**config.mk**
```make
export PLATFORM = sky130hd
export DESIGN_NAME = altitude_trend_detector_unit
export DESIGN_NICKNAME = d
export VERILOG_FILES = /design/src/hdl/atd_pkg.sv /design/src/hdl/altitude_trend_detector_unit.sv /design/src/hdl/atd_cell.sv /design/src/hdl/atd_trend.sv
export VERILOG_INCLUDE_DIRS = /design/src /design/src/hdl
export SDC_FILE = /design/constraint.sdc
export NUM_CORES = 1
export LEC_CHECK = 0
export ABC_AREA = 0
export BUFFER_PORTS_ARGS = -buffer_cell sky130_fd_sc_hd__buf_2
export CORE_MARGIN = 2
export CORE_UTILIZATION = 55
export CTS_CLUSTER_DIAMETER = 80
export DETAILED_ROUTE_END_ITERATION = 12
export PLACE_DENSITY_LB_ADDON = 0.08
export SETUP_SLACK_MARGIN = 0.4
export SLEW_MARGIN = 25
export SYNTH_ARGS = -nofsm -noshare
export SYNTH_HDL_FRONTEND = slang
export SYNTH_SLANG_ARGS = --single-unit
```
**constraint.sdc**
```tcl
create_clock -name clk -period 15.7 [get_ports clk]
set_input_delay 3.14 -clock clk [delete_from_list [all_inputs] [get_ports clk]]
set_output_delay 3.14 -clock clk [all_outputs]
set_load 0.01 [all_outputs]
```
**src/hdl/altitude_trend_detector_unit_macros.svh**
```systemverilog
// Assertion helpers used by the RTL file atd_trend.sv.
`ifndef ALTITUDE_TREND_DETECTOR_UNIT_MACROS_SVH
`define ALTITUDE_TREND_DETECTOR_UNIT_MACROS_SVH

// Invariant checked at every clock edge outside reset.
`define ATD_ASSERT_ALWAYS(lbl, cond, msg) \
    lbl: assert property (@(posedge clk) disable iff (!rst_n) (cond)) else $error(msg);

// Same-cycle implication.
`define ATD_ASSERT_IMPL(lbl, ante, cons, msg) \
    lbl: assert property (@(posedge clk) disable iff (!rst_n) (ante) |-> (cons)) else $error(msg);

// Next-cycle implication.
`define ATD_ASSERT_NEXT(lbl, ante, cons, msg) \
    lbl: assert property (@(posedge clk) disable iff (!rst_n) (ante) |=> (cons)) else $error(msg);

`endif

```
**src/hdl/atd_pkg.sv**
```systemverilog
`default_nettype none

package atd_pkg;

    localparam int WINDOW   = 8;                 // samples in the window, 2..64
    localparam int PAIRS    = WINDOW - 1;        // neighbor pairs in the window
    localparam int CNT_W    = $clog2(WINDOW);    // holds 0..WINDOW-1
    localparam int SAMPLE_W = 32;
    localparam int THR_W    = 8;
    localparam int RUN_W    = 8;

    localparam logic [RUN_W-1:0] RUN_MAX   = 8'd255;
    localparam logic [THR_W-1:0] THR_RESET = 8'd3;

    typedef enum logic [1:0] {
        TREND_STABLE     = 2'd0,
        TREND_ASCENDING  = 2'd1,
        TREND_DESCENDING = 2'd2
    } trend_t;

    // Direction of one neighbor pair, older to newer.
    typedef struct packed {
        logic rise;
        logic fall;
    } pair_t;

endpackage

`default_nettype wire

```
**src/hdl/altitude_trend_detector_unit.sv**
```systemverilog
// Channel   Direction  Handshake            Payload
// -------   ---------  -------------------  --------------------------------
// input     in         in_valid/in_ready    altitude  (32b signed Q16.16)
// output    out        out_valid/out_ready  trend     (2b: 0 stable, 1 up, 2 down)
// config    in         cfg_we               cfg_wdata (8b threshold, reset 3)
//
// One request per clock: the request is scored in the cycle it is accepted and
// its trend lands in the output register at that edge.
// in_ready is high while the output register is empty or being drained, so a
// stalled output holds off the next request until its trend is taken.
// Reset clears the window (all samples zero), pair counts, run counters and the
// output valid; the threshold returns to 3. No clearing pass is needed.
// out_valid rises in the cycle after a request is accepted.
`default_nettype none

module altitude_trend_detector_unit
    import atd_pkg::*;
(
    input  wire logic                       clk,
    input  wire logic                       rst_n,
    input  wire logic                       cfg_we,
    input  wire logic [THR_W-1:0]           cfg_wdata,
    input  wire logic                       in_valid,
    output logic                            in_ready,
    input  wire logic signed [SAMPLE_W-1:0] altitude,
    output logic                            out_valid,
    input  wire logic                       out_ready,
    output logic [1:0]                      trend
);

    // The window is kept as the newest sample plus a chain of pair
    // directions, newest pair first. Only the newest sample is ever
    // compared; older pair directions just shift down the chain.
    logic signed [SAMPLE_W-1:0] newest_reg;
    pair_t                      pair_new;
    pair_t                      pair_chain [PAIRS];
    logic                       take;
    trend_t                     trend_q;

    assign take = in_valid && in_ready;

    // Compare the incoming sample against the current newest one.
    assign pair_new.rise = newest_reg < altitude;
    assign pair_new.fall = altitude < newest_reg;

    always_ff @(posedge clk or negedge rst_n)
    begin
        if (!rst_n)
        begin
            newest_reg <= '0;
        end
        else if (take)
        begin
            newest_reg <= altitude;
        end
    end

    for (genvar k = 0; k < PAIRS; k++)
    begin : g_chain
        if (k == 0)
        begin : g_head
            atd_cell u_cell (
                .clk      (clk),
                .rst_n    (rst_n),
                .shift_en (take),
                .pair_in  (pair_new),
                .pair_out (pair_chain[k])
            );
        end
        else
        begin : g_body
            atd_cell u_cell (
                .clk      (clk),
                .rst_n    (rst_n),
                .shift_en (take),
                .pair_in  (pair_chain[k-1]),
                .pair_out (pair_chain[k])
            );
        end
    end

    // The last cell holds the oldest pair, which drops out on the next shift.
    atd_trend u_trend (
        .clk        (clk),
        .rst_n      (rst_n),
        .cfg_we     (cfg_we),
        .cfg_wdata  (cfg_wdata),
        .shift_en   (take),
        .pair_new   (pair_new),
        .pair_old   (pair_chain[PAIRS-1]),
        .take_ready (in_ready),
        .res_valid  (out_valid),
        .res_ready  (out_ready),
        .res_trend  (trend_q)
    );

    assign trend = trend_q;

endmodule

`default_nettype wire

```
**src/hdl/atd_cell.sv**
```systemverilog
`default_nettype none

// One stage of the pair chain: holds the direction of one neighbor pair.
module atd_cell
    import atd_pkg::*;
(
    input  wire logic  clk,
    input  wire logic  rst_n,
    input  wire logic  shift_en,
    input  wire pair_t pair_in,
    output pair_t      pair_out
);

    pair_t pair_reg;

    always_ff @(posedge clk or negedge rst_n)
    begin
        if (!rst_n)
        begin
            pair_reg <= '0;
        end
        else if (shift_en)
        begin
            pair_reg <= pair_in;
        end
    end

    assign pair_out = pair_reg;

endmodule

`default_nettype wire

```
**src/hdl/atd_trend.sv**
```systemverilog
`default_nettype none

`include "altitude_trend_detector_unit_macros.svh"

// Running pair counts, run counters, threshold register and result register.
module atd_trend
    import atd_pkg::*;
(
    input  wire logic             clk,
    input  wire logic             rst_n,
    input  wire logic             cfg_we,
    input  wire logic [THR_W-1:0] cfg_wdata,
    input  wire logic             shift_en,
    input  wire pair_t            pair_new,
    input  wire pair_t            pair_old,
    output logic                  take_ready,
    output logic                  res_valid,
    input  wire logic             res_ready,
    output trend_t                res_trend
);

    logic [THR_W-1:0] thr_reg;
    logic [CNT_W-1:0] rise_cnt_reg, rise_cnt_next;
    logic [CNT_W-1:0] fall_cnt_reg, fall_cnt_next;
    logic [RUN_W-1:0] rise_run_reg, rise_run_next;
    logic [RUN_W-1:0] fall_run_reg, fall_run_next;
    logic             valid_reg, valid_next;
    trend_t           trend_reg, trend_next;

    // Entering pair adds, pair falling off the old end subtracts.
    assign rise_cnt_next = rise_cnt_reg + CNT_W'(pair_new.rise) - CNT_W'(pair_old.rise);
    assign fall_cnt_next = fall_cnt_reg + CNT_W'(pair_new.fall) - CNT_W'(pair_old.fall);

    always_comb
    begin
        if (THR_W'(rise_cnt_next) >= thr_reg)
        begin
            rise_run_next = (rise_run_reg == RUN_MAX) ? RUN_MAX : rise_run_reg + 1'b1;
        end
        else
        begin
            rise_run_next = '0;
        end

        if (THR_W'(fall_cnt_next) >= thr_reg)
        begin
            fall_run_next = (fall_run_reg == RUN_MAX) ? RUN_MAX : fall_run_reg + 1'b1;
        end
        else
        begin
            fall_run_next = '0;
        end

        if (rise_run_next >= thr_reg)
        begin
            trend_next = TREND_ASCENDING;
        end
        else if (fall_run_next >= thr_reg)
        begin
            trend_next = TREND_DESCENDING;
        end
        else
        begin
            trend_next = TREND_STABLE;
        end
    end

    assign take_ready = !valid_reg || res_ready;
    assign valid_next = shift_en ? 1'b1 : (res_ready ? 1'b0 : valid_reg);

    always_ff @(posedge clk or negedge rst_n)
    begin
        if (!rst_n)
        begin
            thr_reg      <= THR_RESET;
            rise_cnt_reg <= '0;
            fall_cnt_reg <= '0;
            rise_run_reg <= '0;
            fall_run_reg <= '0;
            valid_reg    <= 1'b0;
        end
        else
        begin
            if (cfg_we)
            begin
                thr_reg <= cfg_wdata;
            end
            if (shift_en)
            begin
                rise_cnt_reg <= rise_cnt_next;
                fall_cnt_reg <= fall_cnt_next;
                rise_run_reg <= rise_run_next;
                fall_run_reg <= fall_run_next;
            end
            valid_reg <= valid_next;
        end
    end

    always_ff @(posedge clk)
    begin
        if (shift_en)
        begin
            trend_reg <= trend_next;
        end
    end

    assign res_valid = valid_reg;
    assign res_trend = trend_reg;

    `ATD_ASSERT_ALWAYS(a_pair_total, (THR_W'(rise_cnt_reg) + THR_W'(fall_cnt_reg)) <= THR_W'(PAIRS), "rise plus fall pair count exceeds pairs in window")
    `ATD_ASSERT_NEXT(a_take_shows, shift_en, valid_reg, "accepted request left no result")
    `ATD_ASSERT_IMPL(a_asc_run, valid_reg && (trend_reg == TREND_ASCENDING), rise_run_reg != '0, "ascending result with empty rise run")
    `ATD_ASSERT_IMPL(a_desc_run, valid_reg && (trend_reg == TREND_DESCENDING), fall_run_reg != '0, "descending result with empty fall run")

endmodule

`default_nettype wire
```
-- Word level (Yosys, flattened, before mapping)
Index checks and enable logic that the tools add are counted.
- input bits: 45
- flip-flop bits (word level): 79
- logic and storage cells: 47
- equal/unequal tests: 2
- multiplexer cells: 7
- add/sub/neg operators: 6
- reduce and logical (&&, ||, !) cells: 4
- $lt $le $gt $ge: 6
- operators by type and width (cell ; count):
    $lt A32 B32 Y1 ; 2
    $mux W8 ; 4
    $add A8 B1 Y8 const B ; 2
    $eq A8 B8 Y1 const B ; 2
    $ge A3 B8 Y1 ; 2
    $ge A8 B8 Y1 ; 2
    $add A3 B1 Y3 ; 2
    $sub A3 B1 Y3 ; 2
    $mux W1 ; 2
    $mux W2 ; 1
    $reduce_bool A2 Y1 ; 1
    $logic_and A1 B1 Y1 ; 1
    $logic_not A1 Y1 ; 1
    $logic_or A1 B1 Y1 ; 1

-- Logic depth before layout (Yosys ltp)
- word-level depth: 7
- gate-level depth with buffers: 27
- mapped depth without buffers: 27

-- By module
From an unflattened synthesis, not the netlist that was laid out.
- cells, all modules: 511
- area total of the unflattened synthesis: 4775.8 um2
- by module, submodules not included (module ; cells each ; times used ; area an instance (um2) ; sequential area each (um2)):
    atd_trend ; 264 ; 1 ; 2316.0 ; 838.3
    altitude_trend_detector_unit ; 219 ; 1 ; 1951.9 ; 800.8
    atd_cell ; 4 ; 7 ; 72.6 ; 50.0

-- Least setup slack after synthesis
OpenSTA, ideal clock, no wires.
- kind: input -> register
- start point: input port altitude[5]
- end point: register u_trend.trend_reg[0] (netlist: u_trend.res_trend[0]), data pin
- arrival: 7.957 ns
- buffers on the path: 1
- setup slack: 7.478 ns
- stages: 24
- cells stage by stage: ha_1 -> a21oi_2 -> o21ai_1 -> a221o_1 -> or3_1 -> a221oi_2 -> mux2i_2 -> nand2_1 -> ha_1 -> inv_1 -> ha_1 -> fa_1 -> xnor2_1 -> ha_1 -> nor2b_1 -> o21ai_1 -> clkbuf_1 -> nor2_1 -> ha_1 -> a21o_1 -> a21o_1 -> a211o_1 -> a21oi_1 -> o21ai_1
- cells in the longest elaborated chain, start to end: 6
- ends and longest elaborated chain (what ; RTL line ; RTL):
    start, declared ; altitude_trend_detector_unit.sv:25 ; input wire logic signed [SAMPLE_W-1:0] altitude,
    $lt A32 B32 Y1 ; altitude_trend_detector_unit.sv:43 ; assign pair_new.rise = newest_reg < altitude;
    $add A3 B1 Y3 ; atd_trend.sv:31 ; assign rise_cnt_next = rise_cnt_reg + CNT_W'(pair_new.rise) - CNT_W'(pair_old.rise);
    $sub A3 B1 Y3 ; atd_trend.sv:31 ;
    via u_trend.rise_cnt_next[2] ; atd_trend.sv:23 ; logic [CNT_W-1:0] rise_cnt_reg, rise_cnt_next;
    $ge A3 B8 Y1 ; atd_trend.sv:36 ; if (THR_W'(rise_cnt_next) >= thr_reg)
    $mux W8 ; atd_trend.sv:36 ;
    via u_trend.rise_run_next[1] ; atd_trend.sv:25 ; logic [RUN_W-1:0] rise_run_reg, rise_run_next;
    $ge A8 B8 Y1 ; atd_trend.sv:54 ; if (rise_run_next >= thr_reg)
    end signal, assigned ; atd_trend.sv:103 ; trend_reg <= trend_next;
    end, declared ; atd_trend.sv:28 ; trend_t trend_reg, trend_next;
The timed path passes the listed nets, and every way through them passes these cells.
A chain may end at the register's enable or synchronous reset.

-- Worst setup path in the final report
- start point: input port altitude[7]
- end point: register u_trend.trend_reg[1] (netlist: u_trend.res_trend[1]), data pin
- elaborated cells on any way between the ends: 13
- classes of those cells: add/sub: 4; order compare: 6; mux: 3
- RTL lines (what ; RTL line):
    $lt A32 B32 Y1 ; altitude_trend_detector_unit.sv:43
    $add A3 B1 Y3 ; atd_trend.sv:31
    $sub A3 B1 Y3 ; atd_trend.sv:31
    via u_trend.rise_cnt_next[2] ; atd_trend.sv:23
    $ge A3 B8 Y1 ; atd_trend.sv:36
    $mux W8 ; atd_trend.sv:36
    $ge A8 B8 Y1 ; atd_trend.sv:54
The timed path passes the listed nets, and every way through them passes these cells.

==> flow_summary.ini <==
[clock_network]
cts_resized = 0
clk_pin_slew_ns = 0.08
h-tree-depth = 3
holdBufCountCts = 0
cts_tree = built
cts_made_buffers = 9
insertion_delay_ns = 0.35
root_buffer = clkbuf_8
post-cts-setup-buffer-count = 0
cts_buffer_depth = 2
cts.sinks = 79

[worst_setup_path]
slowest_delay_ns = 0.63
r2r_cells = 26
cp.required_ns = 15.91
cp.arrival_ns = 8.86
crit_path_frequent_cell = ha_1
critPathLaunchType = input port
cp-end-kind = flop
crit_path_max_fanout = 12
critPathSlowestCell = o21ai_1
timing_worst_setup_path_type = input port to flop

[yosys]
ys_warn_count = 0
synth_top_area_share_pct = 40.2
synth-async-reset-ratio_pct = 97.5
synthTopCellsByArea = dfrtp_1, ha_1, nand2_1
yosysTopAreaCell = dfrtp_1
synth_area_mm2 = 0.00467
synthCells = 526
synthesis.nets = 632
syn_area_per_cell_um2 = 8.88
synth_ff_type = dfrtp_1
synth.distinct_cells = 50
synth_seq_area_share_pct = 42.6
synth-seq-cells = 79
synth_edf_count = 2

[timing]
slew_viol_final = 0
setup_viol = 0
skew_ns = 0.0114
slew_headroom_pct = 43.7
tns_ns = 0
max_freq_mhz = 116
rsz0062_at_grt = no
hold_viol = 0
fin_crit_ns = 8.65
period_share_pct = 55.1
setup_slack_ns = 7.05
worst_pin_slew_ns = 0.839
whs_ns = 0.471

[drt]
drc = 0
first_pass_iters = 4
wl_per_cell_um = 13.2
drt_iter0_drc = 91
vias = 3615
routed_wl_um = 8940
ant_nets = 0
viasPerCell = 5.34

[layout]
layout-drive-gt1-share_pct = 13.5
n_antenna_cell = 0
largest_register_ffs = 32
final_area_mm2 = 0.00520
finalNetCount = 673
syn2layout_area_growth_pct = 11.4

[placement]
dpl_worst_slack_ns = 6.70
place.gp.congestion = 0.800
dpl_cell_area_mm2 = 0.00499
dp_hpwl_um = 6320
io_buffers = 48

[floorplanning]
dieArea_mm2 = 0.00925
die_y_um = 96.2
start_util_pct = 56.9
core_area_mm2 = 0.00822
rows = 33
ios = 49
die_w_um = 96.2

[grt]
grtUsageTotal_pct = 21.5
grt_pass1_vias = 3571
grt_first_pass_wirelength_um = 15700
grt_antenna_before_repair = 0
overflow = 0
grt_start_max_net_pins = 78

[pwr]
peakVddDrop_mv = 0.0897
p_per_area_mw_per_mm2 = 111
leakage_uw = 0.00263

[worst_hold_path]
min_path_type = flop to flop
hold_depth = 2

[flow_run]
maxCapViolCount = 0

[run_status]
status = completed
-- Yosys cell counts (all sizes together) (5+ instances only) --
master	number
nand3	11
inv	49
xnor2	9
nand2	118
a21o	5
dfrtp	75
clkbuf	17
nand2b	7
ha	59
nor2	15
o21ai	56
a21oi	35
and3	8
a31oi	8
-- kinds of logic after synthesis --
| kind of cell | Yosys count | synth area share [%] |
|---|---|---|
| xor+xnor | 11 | 2.06 |
| fa+ha+maj | 61 | 16.7 |
| mux | 4 | 0.991 |
| compound gates | 124 | 15.4 |
| flops | 79 | 42.6 |
| simple gates | 178 | 16.7 |
| buf+inv | 69 | 5.54 |
-- power by group --
group / switching (uW) / internal (uW) / total [uW]
sequential: 14.8 / 235 / 250
clock: 73.2 / 93.6 / 167
combinational: 90.8 / 70.5 / 161
-- cells in the final DEF, fill, tap and decap left out, drive strengths merged, types with 3 or more instances in the layout --
cell,synthesis,routed
nand2,118,118
dfrtp,75,75
ha,59,59
o21ai,56,56
buf,3,50
inv,49,49
a21oi,35,35
nor2,15,15
clkbuf,17,12
nand3,11,11
xnor2,9,9
and3,8,8
a31oi,8,8
nand2b,7,7
a21o,5,5
nor2b,4,4
nor3,4,4
nand4,3,3
a211oi,3,3
a31o,3,3
-- final timing paths --
path                       slack, ns                            startpoint                                    to
max reg2reg                     9.57                         newest_reg[7]                  u_trend.res_trend[1]
min in group asynchronous       2.78                                 rst_n                        newest_reg[25]
min                             0.47  g_chain[1].g_body.u_cell.pair_out[0]  g_chain[2].g_body.u_cell.pair_out[0]
min reg2reg                     0.47  g_chain[1].g_body.u_cell.pair_out[0]  g_chain[2].g_body.u_cell.pair_out[0]
max                             7.05                           altitude[7]                  u_trend.res_trend[1]
max in group asynchronous      12.37                                 rst_n               u_trend.rise_cnt_reg[0]
-- per-stage QoR --
step	util, %	std cells	power, uW
final	63.3	677	578
after global routing	63.3	677	623
after CTS	63.3	677	585
after detailed placement	60.7	661	416
after global placement	60.7	661	407
after floorplan	-	526	372
-- metal layers --
layer  GRT usage (%)  vias up  share of wire, %
met5               0        -                 0
met4            7.14        0               1.2
met3            3.37        8               2.6
met2            35.3       39                46
met1            28.9     1711                50
li1                -     1857                 -
-- worst max-delay path: cells and delay by family --
family,cells,cell delay (ns)
buffers and inverters,2,0.15
muxes,1,0.40
AOI/OAI and AO/OA,12,2.62
and+or+nand+nor,4,0.69
adders and majority gates,6,1.67
xor gates and xnor gates,1,0.22
-- final cells by class --
| class | count | area (um2) |
|---|---|---|
| multi-input combinational | 378 | 2420 |
| timing repair buffer | 50 | 262 |
| fill | 724 | 3010 |
| clock inverter | 4 | 70.1 |
| inverter | 49 | 184 |
| tap | 105 | 131 |
| clock buffer | 12 | 145 |
| sequential | 79 | 1990 |
No activity file was read; power rests on OpenSTA's default activity.
